[src/rtl/linear_probe_hash_table_macros.svh]
// assertion macros for the linear probe hash table
// expects clk and rst in the scope of the module that uses them
`ifndef LINEAR_PROBE_HASH_TABLE_MACROS_SVH
`define LINEAR_PROBE_HASH_TABLE_MACROS_SVH

// same-cycle implication, disabled in reset
`define LPHT_ASSERT(name, pre, post, msg) \
  name: assert property (@(posedge clk) disable iff (rst) (pre) |-> (post)) \
    else $error(msg);

// next-cycle implication, disabled in reset
`define LPHT_ASSERT_NEXT(name, pre, post, msg) \
  name: assert property (@(posedge clk) disable iff (rst) (pre) |=> (post)) \
    else $error(msg);

`endif

[src/rtl/lpht_pkg.sv]
// shared types, constants and the home slot table of the hash table
// no dependencies
package lpht_pkg;

  localparam int SLOTS   = 7;
  localparam int IDX_W   = (SLOTS > 1) ? $clog2(SLOTS) : 1;
  localparam int CNT_W   = $clog2(SLOTS + 1);
  localparam int KEY_W   = 7;
  localparam int VAL_W   = 32;
  localparam int KEY_NUM = 1 << KEY_W;
  localparam int KEY_LIMIT = 99;

  localparam logic [1:0] OP_INSERT  = 2'd0;
  localparam logic [1:0] OP_LOOKUP  = 2'd1;
  localparam logic [1:0] OP_REMOVE  = 2'd2;
  localparam logic [1:0] OP_INVALID = 2'd3;

  localparam logic [1:0] ST_OK        = 2'd0;
  localparam logic [1:0] ST_NOT_FOUND = 2'd1;
  localparam logic [1:0] ST_FULL      = 2'd2;
  localparam logic [1:0] ST_BAD_KEY   = 2'd3;

  localparam logic [1:0] MARK_EMPTY   = 2'd0;
  localparam logic [1:0] MARK_USED    = 2'd1;
  localparam logic [1:0] MARK_DELETED = 2'd2;

  typedef struct packed {
    logic [1:0]       mark;
    logic [KEY_W-1:0] key;
    logic [VAL_W-1:0] value;
  } slot_entry_t;

  localparam int ENTRY_W = $bits(slot_entry_t);

  typedef struct packed {
    logic empty;
    logic hit;
    logic last;
  } probe_flags_t;

  typedef logic [IDX_W-1:0] home_tab_t [KEY_NUM];

  function automatic home_tab_t build_home_tab();
    home_tab_t tab;
    for (int k = 0; k < KEY_NUM; k++) begin
      tab[k] = IDX_W'((k * k + k) % SLOTS);
    end
    return tab;
  endfunction

  localparam home_tab_t HOME_TAB = build_home_tab();

endpackage

[src/rtl/lpht_if.sv]
// request and response channel interfaces of the hash table
// depends on lpht_pkg
interface lpht_req_if import lpht_pkg::*; ();
  logic             valid;
  logic             ready;
  logic [1:0]       operation;
  logic [KEY_W-1:0] key;
  logic signed [VAL_W-1:0] value;

  modport source (output valid, operation, key, value, input ready);
  modport sink (input valid, operation, key, value, output ready);
endinterface

interface lpht_rsp_if import lpht_pkg::*; ();
  logic             valid;
  logic             ready;
  logic signed [VAL_W-1:0] result_value;
  logic [1:0]       status;

  modport source (output valid, result_value, status, input ready);
  modport sink (input valid, result_value, status, output ready);
endinterface

[src/rtl/lpht_slot_ram.sv]
// generic single write, single read ram with registered read data
// no dependencies
module lpht_slot_ram #(
  parameter int DEPTH = 7,
  parameter int WIDTH = 41,
  parameter int AW    = (DEPTH > 1) ? $clog2(DEPTH) : 1
) (
  input  logic             clk,
  input  logic             wr_en,
  input  logic [AW-1:0]    wr_addr,
  input  logic [WIDTH-1:0] wr_data,
  input  logic [AW-1:0]    rd_addr,
  output logic [WIDTH-1:0] rd_data
);

  logic [WIDTH-1:0] mem [DEPTH];

  always_ff @(posedge clk) begin
    if (wr_en) begin
      mem[wr_addr] <= wr_data;
    end
    rd_data <= mem[rd_addr];
  end

endmodule

[src/rtl/lpht_probe_unit.sv]
// shared probe compare and wrap-around increment
// depends on lpht_pkg
module lpht_probe_unit import lpht_pkg::*; (
  input  logic [1:0]       mark,
  input  logic [KEY_W-1:0] slot_key,
  input  logic [KEY_W-1:0] key,
  input  logic [IDX_W-1:0] pos,
  input  logic [CNT_W-1:0] cnt,
  output probe_flags_t     flags,
  output logic [IDX_W-1:0] pos_inc
);

  always_comb begin
    flags.empty = (mark == MARK_EMPTY);
    flags.hit   = (mark == MARK_USED) && (slot_key == key);
    flags.last  = (cnt == CNT_W'(SLOTS - 1));
    pos_inc     = (pos == IDX_W'(SLOTS - 1)) ? '0 : pos + IDX_W'(1);
  end

endmodule

[src/rtl/linear_probe_hash_table.sv]
// linear probe hash table: sequencer, slot valid bits and response register
// depends on lpht_pkg, lpht_if, lpht_slot_ram, lpht_probe_unit and the macro header
//
// Usage:
//   req carries operation (insert, lookup, remove), a 7-bit key and a 32-bit
//   value; rsp returns result_value and status, one response per request.
//   req.ready is high only while the sequencer is idle; a request is taken on
//   a cycle with req.valid and req.ready both high.
//   Each request walks the slots from the key's home slot, one slot per cycle
//   through the shared probe unit and the slot ram read port, visiting at most
//   SLOTS slots; a bad key or bad operation skips the walk. The sequencer goes
//   back to idle when the response is loaded, and the next request can be taken
//   in the cycle after that, at the earliest.
//   The response sits in an output register; the walk of the next request
//   runs while it waits, and only loading a new response waits for rsp.ready.
//   Reset clears the per-slot valid bits, so every slot reads as empty at
//   once; no clearing pass is needed, and the response register is emptied.
`include "linear_probe_hash_table_macros.svh"

module linear_probe_hash_table import lpht_pkg::*; (
  input logic       clk,
  input logic       rst,
  lpht_req_if.sink  req,
  lpht_rsp_if.source rsp
);

  typedef enum logic [1:0] {S_IDLE, S_PROBE, S_DONE} state_t;

  state_t             state;
  logic [1:0]         op_q;
  logic [KEY_W-1:0]   key_q;
  logic [VAL_W-1:0]   value_q;
  logic [IDX_W-1:0]   pos;
  logic [CNT_W-1:0]   cnt;
  logic [SLOTS-1:0]   valid;
  logic [VAL_W-1:0]   res_value;
  logic [1:0]         res_status;
  logic               out_valid;
  logic [VAL_W-1:0]   out_value;
  logic [1:0]         out_status;

  logic               bad_req;
  logic               out_load;
  logic               wr_en;
  slot_entry_t        wr_data;
  slot_entry_t        rd_q;
  logic [IDX_W-1:0]   rd_addr;
  logic [1:0]         cur_mark;
  probe_flags_t       pf;
  logic [IDX_W-1:0]   pos_inc;

  lpht_slot_ram #(
    .DEPTH (SLOTS),
    .WIDTH (ENTRY_W),
    .AW    (IDX_W)
  ) u_ram (
    .clk     (clk),
    .wr_en   (wr_en),
    .wr_addr (pos),
    .wr_data (wr_data),
    .rd_addr (rd_addr),
    .rd_data (rd_q)
  );

  lpht_probe_unit u_probe (
    .mark     (cur_mark),
    .slot_key (rd_q.key),
    .key      (key_q),
    .pos      (pos),
    .cnt      (cnt),
    .flags    (pf),
    .pos_inc  (pos_inc)
  );

  assign cur_mark = valid[pos] ? rd_q.mark : MARK_EMPTY;
  assign bad_req  = (req.operation == OP_INVALID) || (req.key > KEY_W'(KEY_LIMIT));
  assign rd_addr  = (state == S_IDLE) ? HOME_TAB[req.key] : pos_inc;
  assign out_load = (state == S_DONE) && (!out_valid || rsp.ready);

  always_comb begin
    wr_en = 1'b0;
    wr_data = '{mark: MARK_USED, key: key_q, value: value_q};
    if (state == S_PROBE) begin
      if (op_q == OP_INSERT) begin
        wr_en = pf.empty;
      end else if (op_q == OP_REMOVE) begin
        wr_en = !pf.empty && pf.hit;
        wr_data = '{mark: MARK_DELETED, key: rd_q.key, value: rd_q.value};
      end
    end
  end

  assign req.ready        = (state == S_IDLE);
  assign rsp.valid        = out_valid;
  assign rsp.result_value = out_value;
  assign rsp.status       = out_status;

  always_ff @(posedge clk) begin
    if (rst) begin
      state     <= S_IDLE;
      out_valid <= 1'b0;
      valid     <= '0;
    end else begin
      if (out_load) begin
        out_valid <= 1'b1;
      end else if (out_valid && rsp.ready) begin
        out_valid <= 1'b0;
      end
      unique case (state)
        S_IDLE: begin
          if (req.valid) begin
            op_q      <= req.operation;
            key_q     <= req.key;
            value_q   <= req.value;
            pos       <= HOME_TAB[req.key];
            cnt       <= '0;
            res_value <= '1;
            if (bad_req) begin
              res_status <= ST_BAD_KEY;
              state      <= S_DONE;
            end else begin
              state <= S_PROBE;
            end
          end
        end
        S_PROBE: begin
          if (op_q == OP_INSERT) begin
            if (pf.empty) begin
              valid[pos] <= 1'b1;
              res_status <= ST_OK;
              state      <= S_DONE;
            end else if (pf.last) begin
              res_status <= ST_FULL;
              state      <= S_DONE;
            end else begin
              pos <= pos_inc;
              cnt <= cnt + CNT_W'(1);
            end
          end else begin
            if (pf.empty) begin
              res_status <= ST_NOT_FOUND;
              state      <= S_DONE;
            end else if (pf.hit) begin
              if (op_q == OP_LOOKUP) begin
                res_value <= rd_q.value;
              end
              res_status <= ST_OK;
              state      <= S_DONE;
            end else if (pf.last) begin
              res_status <= ST_NOT_FOUND;
              state      <= S_DONE;
            end else begin
              pos <= pos_inc;
              cnt <= cnt + CNT_W'(1);
            end
          end
        end
        S_DONE: begin
          if (out_load) begin
            out_value  <= res_value;
            out_status <= res_status;
            state      <= S_IDLE;
          end
        end
        default: begin
          state <= S_IDLE;
        end
      endcase
    end
  end

  `LPHT_ASSERT(a_cnt_bound, state == S_PROBE, cnt < CNT_W'(SLOTS), "probe count past table size")
  `LPHT_ASSERT_NEXT(a_wr_ends_walk, wr_en, state == S_DONE, "slot write did not end the walk")
  `LPHT_ASSERT_NEXT(a_valid_sticky, 1'b1, (valid & $past(valid)) == $past(valid),
                    "slot valid bit dropped")
  `LPHT_ASSERT(a_fail_value, out_valid && (out_status != ST_OK), out_value == '1,
               "failed response carries a value")

endmodule
[src/flat_wrapper.sv]
// flat-port wrapper written by rule: the top's interface ports become plain ports
module linear_probe_hash_table_flat import lpht_pkg::*;
  (clk, rst, req_valid, req_operation, req_key, req_value, req_ready, rsp_valid, rsp_result_value, rsp_status, rsp_ready);
  lpht_req_if req_i ();
  lpht_rsp_if rsp_i ();
  input logic clk;
  input logic rst;
  input wire logic [$bits(req_i.valid)-1:0] req_valid;
  input wire logic [$bits(req_i.operation)-1:0] req_operation;
  input wire logic [$bits(req_i.key)-1:0] req_key;
  input wire logic [$bits(req_i.value)-1:0] req_value;
  output wire logic [$bits(req_i.ready)-1:0] req_ready;
  output wire logic [$bits(rsp_i.valid)-1:0] rsp_valid;
  output wire logic [$bits(rsp_i.result_value)-1:0] rsp_result_value;
  output wire logic [$bits(rsp_i.status)-1:0] rsp_status;
  input wire logic [$bits(rsp_i.ready)-1:0] rsp_ready;
  assign req_i.valid = req_valid;
  assign req_i.operation = req_operation;
  assign req_i.key = req_key;
  assign req_i.value = req_value;
  assign req_ready = req_i.ready;
  assign rsp_valid = rsp_i.valid;
  assign rsp_result_value = rsp_i.result_value;
  assign rsp_status = rsp_i.status;
  assign rsp_i.ready = rsp_ready;
  linear_probe_hash_table u_core (.clk(clk), .rst(rst), .req(req_i), .rsp(rsp_i));
endmodule
[config.mk]
export PLATFORM = sky130hd
export DESIGN_NAME = linear_probe_hash_table_flat
export DESIGN_NICKNAME = d
export VERILOG_FILES = /design/src/rtl/lpht_pkg.sv /design/src/rtl/lpht_if.sv /design/src/rtl/lpht_slot_ram.sv /design/src/rtl/lpht_probe_unit.sv /design/src/rtl/linear_probe_hash_table.sv /design/src/flat_wrapper.sv
export VERILOG_INCLUDE_DIRS = /design/src /design/src/rtl
export SDC_FILE = /design/constraint.sdc
export NUM_CORES = 1
export LEC_CHECK = 0
export BUFFER_PORTS_ARGS = -buffer_cell sky130_fd_sc_hd__clkbuf_2
export CAP_MARGIN = 15
export CORE_ASPECT_RATIO = 1.2
export CORE_MARGIN = 2
export CORE_UTILIZATION = 50
export CTS_CLUSTER_SIZE = 12
export DETAILED_ROUTE_END_ITERATION = 8
export PLACE_DENSITY = 0.76
export SLEW_MARGIN = 10
export SYNTH_ARGS = -nofsm -noshare
export SYNTH_HDL_FRONTEND = slang
export SYNTH_SLANG_ARGS = --single-unit
[constraint.sdc]
create_clock -name clk -period 14.1 [get_ports clk]
set_clock_uncertainty 0.1 [all_clocks]
set_input_delay 0.705 -clock clk [delete_from_list [all_inputs] [get_ports clk]]
set_output_delay 0.705 -clock clk [all_outputs]
set_load 0.01 [all_outputs]
==> results of run 1 <==
[where the power goes]
group / switching, uW / internal (uW) / leakage [uW] / total (uW)
clock network: 473 / 606 / 0.000625 / 1080
registers: 39.1 / 1540 / 0.00400 / 1580
logic: 271 / 179 / 0.00241 / 451
total: 784 / 2320 / 0.00703 / 3110
[registers in the layout, summed over array words and instances, names as in the netlist, 2 cells and up]
register and flops:
u_core.u_ram.rd_data 41, u_core.key_q 7, u_core.value_q 32, u_core.op_q 2, u_core.rsp.result_value 32, u_core.res_status 2
u_core.cnt 3, u_core.pos 3, u_core.rsp.status 2, u_core.valid 7, u_core.state 2, u_core.u_ram.mem 287
u_core.res_value 32
[final timing paths]
check                       start                     endpoint  slack [ns]  cells after the start
max                    req_key[1]     u_core.u_ram.rd_data[40]        9.72                     11
min                  req_value[7]            u_core.value_q[7]        0.22                      1
max reg2reg         u_core.pos[2]     u_core.u_ram.rd_data[40]       10.21                      8
min reg2reg  u_core.res_value[15]  u_core.rsp.result_value[15]        0.31                      0
[per-stage QoR]
step                worst slack (ns)  hold WS, ns  total power (uW)  instance area (um2)
floorplan                       7.71        0.300              1930                18500
global placement                9.36        0.301              2040                19300
detailed placement              9.20        0.305              2050                19300
CTS                             9.80        0.191              3130                20600
global route                    9.55        0.205              3230                20600
finish                          9.72        0.221              3110                20600
[cell families (layout without fill, tap and decap cells)]
kind of cell    Yosys count  in the layout  synth area share [%]
mux                     132            132                  7.67
simple gates            228            228                  6.58
flops                   453            453                  70.9
compound gates          236            236                  11.2
xor+xnor                  9              9                 0.427
fa+ha+maj                10             10                 0.677
buf+inv                  94            196                  2.63
[routing by layer]
metal  track usage (%)  part of all wire [%]
met5                 0                     0
met1              25.7                    40
met4              7.24                   2.5
met2              35.0                    52
met3              3.18                   6.0
[area by class of cell]
cell class | instances | area, um2 | area share (%)
Inverter | 14 | 52.6 | 0.255
Sequential cell | 453 | 13100 | 63.5
Clock buffer | 76 | 1250 | 6.08
Tap cell | 474 | 593 | 2.88
Clock inverter | 4 | 50.0 | 0.243
Timing Repair Buffer | 102 | 566 | 2.74
Multi-Input combinational cell | 615 | 5000 | 24.3
[cells in the final DEF, fill, tap and decap left out, types with 3 or more instances in the layout]
cell type,n
nor2b_1,7
nor2_1,28
a21bo_1,24
clkbuf_16,45
o211ai_2,39
and2_1,3
and3_1,3
or2_2,4
nand2b_1,42
o211ai_1,6
mux2i_1,86
mux2_2,42
a21oi_1,13
dfxtp_1,51
nor4_2,4
nor3_1,48
xor2_1,6
mux4_2,3
nand3_1,44
clkbuf_2,80
inv_1,13
edfxtp_1,402
ha_1,10
nand2_1,18
a2111oi_0,3
a31oi_1,9
o21ai_0,50
nor3_2,3
xnor2_1,3
clkbuf_1,30
buf_4,22
a21bo_2,17
a211o_1,41
nor3b_1,4
==> results.ini, run 1 <==
[layout]
fillers = 2793
drive_above_1_share_pct = 22.2
area_delta_synth_final_pct = 11.5
utilization_pct = 56.3
layout.nets = 1285
diodes = 0
layout.cells.non_filler = 1738

[power_and_ir_drop]
p_leak_uw = 0.00703
peakVddDrop_mv = 0.0887
powerDensity_mw_per_mm2 = 151

[sta]
tightestPinTransition_ns = 1.21
slew_violations = 0
final_hold_viol_count = 0
slew_headroom_pct = 19.2
period_share_pct = 31.0
setup_violations = 0
setup_tns_ns = 0
finalCriticalPeriod_ns = 4.38
rsz0062_at_grt = no
fmax_mhz = 229

[die]
core_region_area_mm2 = 0.0366
num_rows = 77
io_pins = 81
die_area_mm2 = 0.0385
start_util_pct = 50.5
die_y_um = 215
die_w_um = 179

[synthesis]
synth_area_mm2 = 0.0185
yosys.area.top_type = edfxtp_1
async_flop_share_pct = 0
ys.flop_type = edfxtp_1
yosysMostFrequentCell = edfxtp_1
syn_inst = 1162
ys_types = 73
synth_top_area_share_pct = 65.3
synth_edf_count = 402
syn_nets = 1217
synth.top_cells.by_count = 402 x edfxtp_1, 86 x mux2i_1, 51 x dfxtp_1, 51 x nor3_1, 50 x o21ai_0
synth_seq_cells = 453
synth-warning-count = 0
ys_seq_area_share_pct = 70.9
syn_avg_cell_area_um2 = 15.9
synthTopCellsByArea = edfxtp_1 65%, dfxtp_1 5.5%, mux2i_1 4.7%, o211ai_2 2.6%, mux2_2 2.6%

[clocking]
cts_setup_buffers = 0
cts_buffers = 44
clock-sinks = 453
cts-root-buf = clkbuf_16
clk_latency_ns = 0.56
ctsLongestPathBuffers = 3
ctsResizeCount = 0
clkTransAtPathRegs_ns = 0.06
cts_max_level = 2
hold_buffers = 0
cts_tree = built

[routing]
firstDrtPassIters = 5
drt_iter0_markers = 1121
ant_nets = 0
wl_um = 38600
wl_per_cell_um = 22.2
vias = 10389
drc = 0
routed_via_density = 5.98

[grt]
antenna_found_initial = 0
grt_pass1_vias = 10918
grt_usage_pct = 20.2
grt_pass1_wl_um = 60800
grt_overflow = 0
grt_max_degree = 84

[worst_setup_path]
cp_num_buf_inv = 3
path_delay_family = compound AO/OA/AOI/OAI gates
path_cells = clkbuf_2, inv_1, ha_1, mux4_2, and2_1, a311oi_4, o32a_1, buf_4, nand2_2, a211o_1, o211ai_1
crit_required_ns = 14.46
crit_path_max_fanout = 42
critPathKind = in2reg
cp-end-kind = flop
crit_arrival_ns = 4.74
startpoint_type = input pin
critPathMaxStageDelay_ns = 0.85
critPathSlowestCell = nand2_2

[min_path]
hold_path_class = in2reg

[place]
placed_cells = 1658
port_buffers = 80
globalplace.congestion = 0.796
dp_hpwl_um = 20200

[flow_run]
cap_violations = 0

[status]
status = finished clean

Power figures use the tool's default switching activity.
==> inputs of run 2 (changes only) <==
==> constraint.sdc (replaced) <==
create_clock -name clk -period 4.45 [get_ports clk]
set_clock_uncertainty 0.1 [all_clocks]
set_input_delay 0.2225 -clock clk [delete_from_list [all_inputs] [get_ports clk]]
set_output_delay 0.2225 -clock clk [all_outputs]
set_load 0.01 [all_outputs]
==> results.ini, run 2 (same netlist as run 1, synthesis figures left out) <==
[status]
status = finished clean

[grt]
grt_usage_pct = 20.3
gr-usage-met1_pct = 24.9
use_met2_pct = 36.4
grt_overflow = 0
grt_pass1_wl_um = 61300
busiest_layer = met2
grt_max_degree = 83
grt_pass1_vias = 10895
use_met3_pct = 3.40
antenna_found_initial = 0

[sta]
setup_violations = 0
slew_headroom_pct = 31.3
period_share_pct = 84.9
slew_violations = 0
final_hold_viol_count = 0
finalCriticalPeriod_ns = 3.78
setup_ws_ns = 0.670
setup_tns_ns = 0
tightestPinTransition_ns = 1.03
fmax_mhz = 265
rsz0062_at_grt = no

[layout]
diodes = 0
largest_reg_flops = 287
area_delta_synth_final_pct = 14.7
drive_above_1_share_pct = 22.1
final_common_cell = edfxtp_1
utilization_pct = 57.9
largestRegisters = u_core.u_ram.mem x287, u_core.u_ram.rd_data x41
regMostFlops = u_core.u_ram.mem
fin_area_mm2 = 0.0212
final_cell_mix = 402 x edfxtp_1, 86 x mux2i_1, 80 x clkbuf_2, 51 x dfxtp_1, 50 x o21ai_0
layout.cells.non_filler = 1786
layout.nets = 1331

[worst_setup_path]
ff2ff_path_depth = 8
crit_required_ns = 4.84
cp-end-kind = flop
critPathKind = in2reg
crit_path_max_fanout = 82
crit_arrival_ns = 4.17
startpoint_type = input pin

[clocking]
cts_tree = built
clk_latency_ns = 0.56
ctsLongestPathBuffers = 3
clock-sinks = 453
cts_max_level = 2
cts_setup_buffers = 0
clkTransAtPathRegs_ns = 0.06
cts-root-buf = clkbuf_16
cts_buffers = 44

[place]
globalplace.congestion = 0.794
placed_cells = 1663
dpl_cell_area_mm2 = 0.0194
pre_cts_ws_ns = 0.683
port_buffers = 80
dp_hpwl_um = 20500

[die]
start_util_pct = 50.5
num_rows = 77
die_area_mm2 = 0.0385
die_y_um = 215
core_region_area_mm2 = 0.0366
die_w_um = 179
io_pins = 81

[routing]
wl_um = 39500
drc = 0
ant_nets = 0
drt_iter0_markers = 1119
firstDrtPassIters = 5
vias = 10548
wl_per_cell_um = 22.1
routed_via_density = 5.91

[power_and_ir_drop]
powerDensity_mw_per_mm2 = 470
p_leak_uw = 0.00727
peakVddDrop_mv = 0.280

[flow_run]
cap_violations = 0

[min_path]
hold_path_class = in2reg
holdPathStages = 1

==> run 2: changes by cell type in the layout (fill, tap and decap cells not counted), moves of 2 or more <==
cell           delta
nor4_2            -4
buf_12            +5
inv_16            -2
nor4_4            +4
dlygate4sd3_1    +41
clkbuf_8          +2
==> run 2: critical path, cell delays in order <==
cell and delay (ns):
dlygate4sd3_1 0.52, clkbuf_2 0.26, inv_1 0.14, ha_1 0.38, inv_1 0.12, mux4_2 0.56, a2111oi_4 0.47, buf_4 0.75
o21ai_0 0.26, a21bo_2 0.25, o211ai_2 0.06
==> run 2: report_power, final <==
| part | internal [uW] | switching, uW | leakage (uW) |
|---|---|---|---|
| Clock | 1950 | 1510 | 0.000635 |
| Combinational | 625 | 884 | 0.00264 |
| Sequential | 4870 | 125 | 0.00400 |
| Total | 7450 | 2520 | 0.00727 |
==> run 2: worst paths after layout <==
path	startpoint	slack (ns)	endpoint
hold / removal	req_key[4]	0.10	u_core.key_q[4]
setup / recovery	req_key[1]	0.67	u_core.u_ram.rd_data[1]
hold reg to reg	u_core.res_value[6]	0.32	u_core.rsp.result_value[6]
setup reg to reg	u_core.pos[2]	0.99	u_core.u_ram.mem[2][29]
==> run 2: timing repair <==
action / 4_1_cts / 5_1_grt
hold buffers: 41 / 0
endpoints found under the setup margin: 0 / 0
hold endpoints to repair: 47 / 0
gates resized for setup: 0 / 0
==> run 2: layout make-up <==
class	instances	area, um2
fillers	2717	15400
flip-flops and latches	453	13100
multi-input cells	615	5040
clock buffers	79	1280
repair buffers	148	1080
well taps	474	593
inverters	14	52.6
clock inverters	3	51.3
==> run 2: routing by layer <==
| metal | wire, um | share of wire (%) | up-vias |
|---|---|---|---|
| met2 | 20500 | 52 | 397 |
| met1 | 15800 | 40 | 5315 |
| met4 | 1030 | 2.6 | 0 |
| met5 | 0 | 0 | - |
| met3 | 2200 | 5.6 | 82 |
| li1 | - | - | 4754 |
==> run 2: metrics by stage <==
stage                     hold WS [ns]  total power, uW
after floorplan                  0.202             6130
after global placement           0.299             6520
after detailed placement         0.301             6560
after CTS                       0.0750            10000
after global routing             0.109            10300
final                            0.100             9970
